==> config.mk <==
export PLATFORM = sky130hd
export DESIGN_NAME = set_membership_table
export DESIGN_NICKNAME = d
export VERILOG_FILES = /design/src/hw/rtl/sms_pkg.sv /design/src/hw/rtl/sms_cell.sv /design/src/hw/rtl/sms_prefix.sv /design/src/hw/rtl/set_membership_table.sv
export SDC_FILE = /design/constraint.sdc
export NUM_CORES = 2
export LEC_CHECK = 0
export BUFFER_PORTS_ARGS = -buffer_cell sky130_fd_sc_hd__buf_4
export CORE_ASPECT_RATIO = 1.5
export CORE_MARGIN = 8
export CORE_UTILIZATION = 56
export CTS_CLUSTER_DIAMETER = 120
export DETAILED_ROUTE_END_ITERATION = 6
export PLACE_DENSITY = 0.7
export SYNTH_ARGS = -nofsm -noshare
export SYNTH_HDL_FRONTEND = slang
export SYNTH_SLANG_ARGS = --single-unit
==> constraint.sdc <==
create_clock -name clk -period 13.6 [get_ports clk]
set_input_delay 0.68 -clock clk [delete_from_list [all_inputs] [get_ports clk]]
set_output_delay 0.68 -clock clk [all_outputs]
set_load 0.005 [all_outputs]
==> src/hw/rtl/sms_pkg.sv <==
`default_nettype none
package sms_pkg;

	localparam int CAPACITY_DEF = 64;
	localparam int KEY_BITS_DEF = 32;
	localparam int KEY_W        = 32;
	localparam int OP_W         = 2;

	localparam logic [OP_W-1:0] OP_INSERT = 2'd0;
	localparam logic [OP_W-1:0] OP_DELETE = 2'd1;
	localparam logic [OP_W-1:0] OP_QUERY  = 2'd2;

	localparam logic ST_DONE   = 1'b0;
	localparam logic ST_REJECT = 1'b1;

	typedef struct packed {
		logic insert;
		logic remove;
	} cell_ctl_t;

endpackage
`default_nettype wire

==> src/hw/rtl/sms_cell.sv <==
`default_nettype none
module sms_cell
	import sms_pkg::*;
#(
	parameter int SW = 32
) (
	input  logic          clk,
	input  logic          arst_n,
	input  logic          capture,
	input  logic [SW-1:0] cmp_key,
	input  logic [SW-1:0] ins_key,
	input  logic [SW-1:0] nb_key,
	input  logic          nb_valid,
	input  logic          prev_valid,
	input  logic          pfx,
	input  cell_ctl_t     ctl,
	output logic [SW-1:0] key_q,
	output logic          valid_q,
	output logic          hit_q
);

	logic take_ins;
	logic take_nb;

	// first free slot takes the new key; slots at and above the hit pull from the right
	assign take_ins = ctl.insert && !valid_q && prev_valid;
	assign take_nb  = ctl.remove && valid_q && pfx;

	always_ff @(posedge clk or negedge arst_n) begin
		if (!arst_n) begin
			valid_q <= 1'b0;
			hit_q   <= 1'b0;
		end else begin
			if (capture) begin
				hit_q <= valid_q && (key_q == cmp_key);
			end
			if (take_ins) begin
				valid_q <= 1'b1;
			end else if (take_nb) begin
				valid_q <= nb_valid;
			end
		end
	end

	always_ff @(posedge clk) begin
		if (take_ins) begin
			key_q <= ins_key;
		end else if (take_nb) begin
			key_q <= nb_key;
		end
	end

endmodule
`default_nettype wire

==> src/hw/rtl/sms_prefix.sv <==
`default_nettype none
module sms_prefix #(
	parameter int N = 64
) (
	input  logic [N-1:0] hit,
	output logic [N-1:0] pfx
);

	localparam int LV = (N > 1) ? $clog2(N) : 1;

	logic [N-1:0] lvl [LV+1];

	assign lvl[0] = hit;

	// log-depth inclusive OR scan
	for (genvar l = 0; l < LV; l++) begin : g_lvl
		for (genvar i = 0; i < N; i++) begin : g_bit
			if (i >= (1 << l)) begin : g_or
				assign lvl[l+1][i] = lvl[l][i] | lvl[l][i-(1 << l)];
			end else begin : g_pass
				assign lvl[l+1][i] = lvl[l][i];
			end
		end
	end

	assign pfx = lvl[LV];

endmodule
`default_nettype wire

==> src/hw/rtl/set_membership_table.sv <==
`default_nettype none
// channel   | handshake        | payload
// ----------+------------------+--------------------------------------------------
// command   | start, busy      | operation, key
// result    | done (strobe)    | was_member, element_count, set_full, set_empty,
//           |                  | status
//
// In a transaction, the accept edge registers every cell's key compare; while busy is high,
// the clock edge applies the insert/shift across the cell row and registers the result.
// The result is on the ports during the cycle after that, marked by done; busy is low
// then, so the next command is taken in that same cycle.
// arst_n clears the fill count, the cell valid bits and the handshake state.
// The receiver cannot stall; done is a single-cycle strobe.
module set_membership_table
	import sms_pkg::*;
#(
	parameter int CAPACITY = CAPACITY_DEF,
	parameter int KEY_BITS = KEY_BITS_DEF
) (
	input  logic                              clk,
	input  logic                              arst_n,
	input  logic                              start,
	output logic                              busy,
	input  logic [OP_W-1:0]                   operation,
	input  logic signed [KEY_W-1:0]           key,
	output logic                              done,
	output logic                              was_member,
	output logic [$clog2(CAPACITY+1)-1:0]     element_count,
	output logic                              set_full,
	output logic                              set_empty,
	output logic                              status
);

	localparam int SW    = (KEY_BITS < KEY_W) ? KEY_BITS : KEY_W;
	localparam int CNT_W = $clog2(CAPACITY+1);

	logic              busy_q;
	logic              done_q;
	logic [OP_W-1:0]   op_s1;
	logic [SW-1:0]     key_s1;
	logic [CNT_W-1:0]  count_q;
	logic              was_member_q;
	logic              status_q;

	logic              capture;
	logic [SW-1:0]     cmp_key;
	logic [CAPACITY-1:0] hit;
	logic [CAPACITY-1:0] valid;
	logic [CAPACITY-1:0] pfx;
	logic [SW-1:0]     cell_key [CAPACITY];
	logic              member;
	logic              full;
	logic              do_ins;
	logic              do_del;
	logic              reject;
	cell_ctl_t         ctl;

	assign capture = start && !busy_q;
	assign cmp_key = key[SW-1:0];
	assign full    = (count_q == CNT_W'(CAPACITY));
	assign member  = pfx[CAPACITY-1];

	assign do_ins  = busy_q && (op_s1 == OP_INSERT) && !member && !full;
	assign reject  = (op_s1 == OP_INSERT) && !member && full;
	assign do_del  = busy_q && (op_s1 == OP_DELETE) && member;

	assign ctl.insert = do_ins;
	assign ctl.remove = do_del;

	sms_prefix #(.N(CAPACITY)) u_prefix (
		.hit (hit),
		.pfx (pfx)
	);

	for (genvar i = 0; i < CAPACITY; i++) begin : g_cell
		logic [SW-1:0] nb_key;
		logic          nb_valid;
		logic          prev_valid;

		if (i == CAPACITY-1) begin : g_last
			assign nb_key   = '0;
			assign nb_valid = 1'b0;
		end else begin : g_mid
			assign nb_key   = cell_key[i+1];
			assign nb_valid = valid[i+1];
		end

		if (i == 0) begin : g_first
			assign prev_valid = 1'b1;
		end else begin : g_rest
			assign prev_valid = valid[i-1];
		end

		sms_cell #(.SW(SW)) u_cell (
			.clk        (clk),
			.arst_n     (arst_n),
			.capture    (capture),
			.cmp_key    (cmp_key),
			.ins_key    (key_s1),
			.nb_key     (nb_key),
			.nb_valid   (nb_valid),
			.prev_valid (prev_valid),
			.pfx        (pfx[i]),
			.ctl        (ctl),
			.key_q      (cell_key[i]),
			.valid_q    (valid[i]),
			.hit_q      (hit[i])
		);
	end

	always_ff @(posedge clk or negedge arst_n) begin
		if (!arst_n) begin
			busy_q  <= 1'b0;
			done_q  <= 1'b0;
			count_q <= '0;
		end else begin
			busy_q <= capture;
			done_q <= busy_q;
			if (do_ins) begin
				count_q <= count_q + CNT_W'(1);
			end else if (do_del) begin
				count_q <= count_q - CNT_W'(1);
			end
		end
	end

	always_ff @(posedge clk) begin
		if (capture) begin
			op_s1  <= operation;
			key_s1 <= cmp_key;
		end
		if (busy_q) begin
			was_member_q <= member;
			status_q     <= (busy_q && reject) ? ST_REJECT : ST_DONE;
		end
	end

	assign busy          = busy_q;
	assign done          = done_q;
	assign was_member    = was_member_q;
	assign element_count = count_q;
	assign set_full      = full;
	assign set_empty     = (count_q == '0);
	assign status        = status_q;

endmodule
`default_nettype wire

==> impl_metrics.json <==
{
  "status": "finished, violations left",
  "violations": "max-capacitance violations, max-slew violations",
  "synthFlopType": "edfxtp_1",
  "vias_per_cell": 6.609,
  "area_delta_synth_final_pct": 8.723,
  "postSynthAreaPerCell_um2": 14.15,
  "nets": 8182,
  "grt-ovfl-total": 0,
  "clk_pin_slew_worst_paths_ns": 0.06,
  "wl_per_cell_um": 36.24,
  "power_density_nw_per_um2": 115.1,
  "yosysMostFrequentCell": "edfxtp_1",
  "worstPathArrival_ns": 6.05,
  "ant_nets": 0,
  "die_area_um2": 225800,
  "cap_viol_max_count": 1,
  "fillers": 15710,
  "final_hold_viol_count": 0,
  "io_pins": 50,
  "fin_crit_sh_pct": 40.98,
  "whs_path_depth": 1,
  "yosys.cell_types.count": 62,
  "timing.fmax_ghz": 0.1794,
  "min_from": "key[28]",
  "place_hpwl_um": 261800,
  "synth_top_area_share_pct": 53.08,
  "clock_path_buffers": 4,
  "numCtsBuffers": 216,
  "path_max_fanout": 33,
  "grt_pass1_wl_um": 563500,
  "p_total_w": 0.01475,
  "clock-skew-final_ns": 0.07365,
  "drcViolationCount": 0,
  "core-area_um2": 209500,
  "grt_max_degree": 78,
  "worstReg2RegEnd": "g_cell[9].u_cell.key_q[9]",
  "critPathLaunch": "g_cell[0].u_cell.hit_q",
  "p_leak_nw": 31.44,
  "synth_edf_count": 2084,
  "dpl-instance-area_um2": 121100,
  "holdWs_ns": 0.2675,
  "root_buffer": "clkbuf_16",
  "finish.utilization_pct": 61.17,
  "yosys-top-cells-count": "2084 x edfxtp_1, 1727 x mux2_2, 1471 x xor2_1",
  "endpoint_kind": "register",
  "slew_violations": 1,
  "vias": 73590,
  "synthArstFlopShare_pct": 6.168,
  "clk_latency_ns": 0.90,
  "critical_path_required_ns": 14.08,
  "ff2ff_path_depth": 6,
  "grt_pass1_vias": 76350,
  "syn_nets": 8372,
  "netlist_instances": 8329,
  "antenna_found_initial": 23,
  "r2r_start": "g_cell[0].u_cell.hit_q",
  "postCtsSetupBuffers": 0,
  "hp-class": "in -> reg",
  "setup_viol": 0,
  "core.rowCount": 206,
  "synth-warning-count": 0,
  "min_period_ns": 5.574,
  "syn-cell-area_um2": 117900,
  "die_width_um": 390.6,
  "fp.dieH_um": 577.9,
  "h-tree-depth": 4,
  "ctsHoldBuffers": 3,
  "clock-sinks": 2221,
  "routed_wirelength_um": 403500,
  "multiInputGateArea_um2": 49160,
  "rsz0062_at_grt": "false",
  "yosysTopAreaCell": "edfxtp_1",
  "rrSetupSlack_ns": 8.03,
  "tns_ns": 0,
  "cts_tree": "yes",
  "vdd_drop_max_mv": 0.1253,
  "gp_congestion": 0.9291,
  "track_usage_pct": 34.85,
  "hold_end": "key_s1[28]",
  "ys_ff_latch": 2221,
  "start_kind": "register",
  "relSlewSlack_pct": -0.4578,
  "final_layout_size_suffix_gt1_share_pct": 28.91,
  "cts-resized-gates": 0,
  "synth.area.top_cells": "edfxtp_1 53%, mux2_2 16%, xor2_1 11%",
  "dr.first_iter.drc_count": 7728,
  "crit_type": "reg -> reg",
  "tightestPinTransition_ns": 1.493,
  "portBuffers": 49,
  "synth.yosys.seq_area_share_pct": 55.99,
  "register_area_um2": 66010,
  "fin_area_um2": 128200,
  "start_util_pct": 56.26,
  "drt-pass1-iter-count": 5
}
[state kept, by name, summed over array words and instances (netlist names)]
register / count
element_count: 7
was_member: 1
op_s1: 2
status: 1
key_s1: 32
busy: 1
done: 1
g_cell.u_cell.valid_q: 64
g_cell.u_cell.key_q: 2048
g_cell.u_cell.hit_q: 64
[worst max-delay path, stage by stage (launching register included)]
cell and delay, ns:
dfrtp_1 0.43, or4_1 0.77, nor4_4 0.64, and3_2 0.44
and3_4 0.62, nand2_1 0.92, nand2_1 1.35
[metrics by stage]
step / cells / setup slack [ns]
global route: 11130 / 7.936
finish: 11130 / 8.026
global placement: 10730 / 8.298
detailed placement: 10730 / 8.166
CTS: 11120 / 8.191
floorplan: 8329 / 8.958
[metal layers]
layer	track usage, %	wire [um]	vias up
met5	0	41	-
met4	27.90	39590	6
met3	6.333	32170	1559
met2	58.77	195700	4094
met1	38.65	136000	37490
li1	-	-	30440
[how the worst max path moves through the flow]
| stage | endpoint | slack, ns | cells after the start |
|---|---|---|---|
| floorplan | g_cell[55].u_cell.key_q[0] | 8.96 | 10 |
| global placement | g_cell[9].u_cell.key_q[14] | 8.30 | 6 |
| detailed placement | g_cell[9].u_cell.key_q[21] | 8.17 | 6 |
| CTS | g_cell[9].u_cell.key_q[21] | 8.19 | 6 |
| global route | g_cell[9].u_cell.key_q[1] | 7.94 | 6 |
| finish | g_cell[9].u_cell.key_q[9] | 8.03 | 6 |
[report_power, final]
part / switching, W / leakage, nW / internal (W) / total, W
registers: 0.0000700 / 14.5 / 0.00743 / 0.00750
logic: 0.000799 / 13.5 / 0.000303 / 0.00110
clock network: 0.00269 / 3.41 / 0.00346 / 0.00615
[cell type report]
cell class | instances | share of cell area, %
diodes | 11 | 0.02148
inverters | 31 | 0.09469
flip-flops and latches | 2221 | 51.50
repair buffers | 295 | 1.842
multi-input cells | 5374 | 38.36
clock inverters | 102 | 0.7878
clock buffers | 292 | 4.654
well taps | 2808 | 2.741
[placed cells by master, fill, tap and decap left out, drive strengths merged, types with 6 or more instances in the layout]
cell / count
edfxtp: 2084
mux2: 2017
xor2: 1471
xnor2: 582
nor4: 398
clkbuf: 293
buf: 291
nand4: 261
dfrtp: 137
nand2: 106
nor3: 91
clkinv: 75
a22o: 71
o21ai: 53
nor2: 44
o31ai: 44
a21oi: 37
and2: 33
inv: 33
nor2b: 24
nand3: 24
bufinv: 21
or3: 14
a31oi: 14
diode: 11
nand3b: 11
nand2b: 9
or4: 7
and3: 6
[logic make-up after synthesis]
logic type                 Yosys count  synth area share [%]
AOI/OAI and AO/OA                  254                 1.515
DFF                               2221                 55.99
and+or+nand+nor                   1042                 5.261
muxes                             2019                 19.28
adders and majority gates            6               0.07005
xor gates and xnor gates          2053                 15.25
buffers and inverters              734                 2.626
No activity file was read; power rests on OpenSTA's default activity.
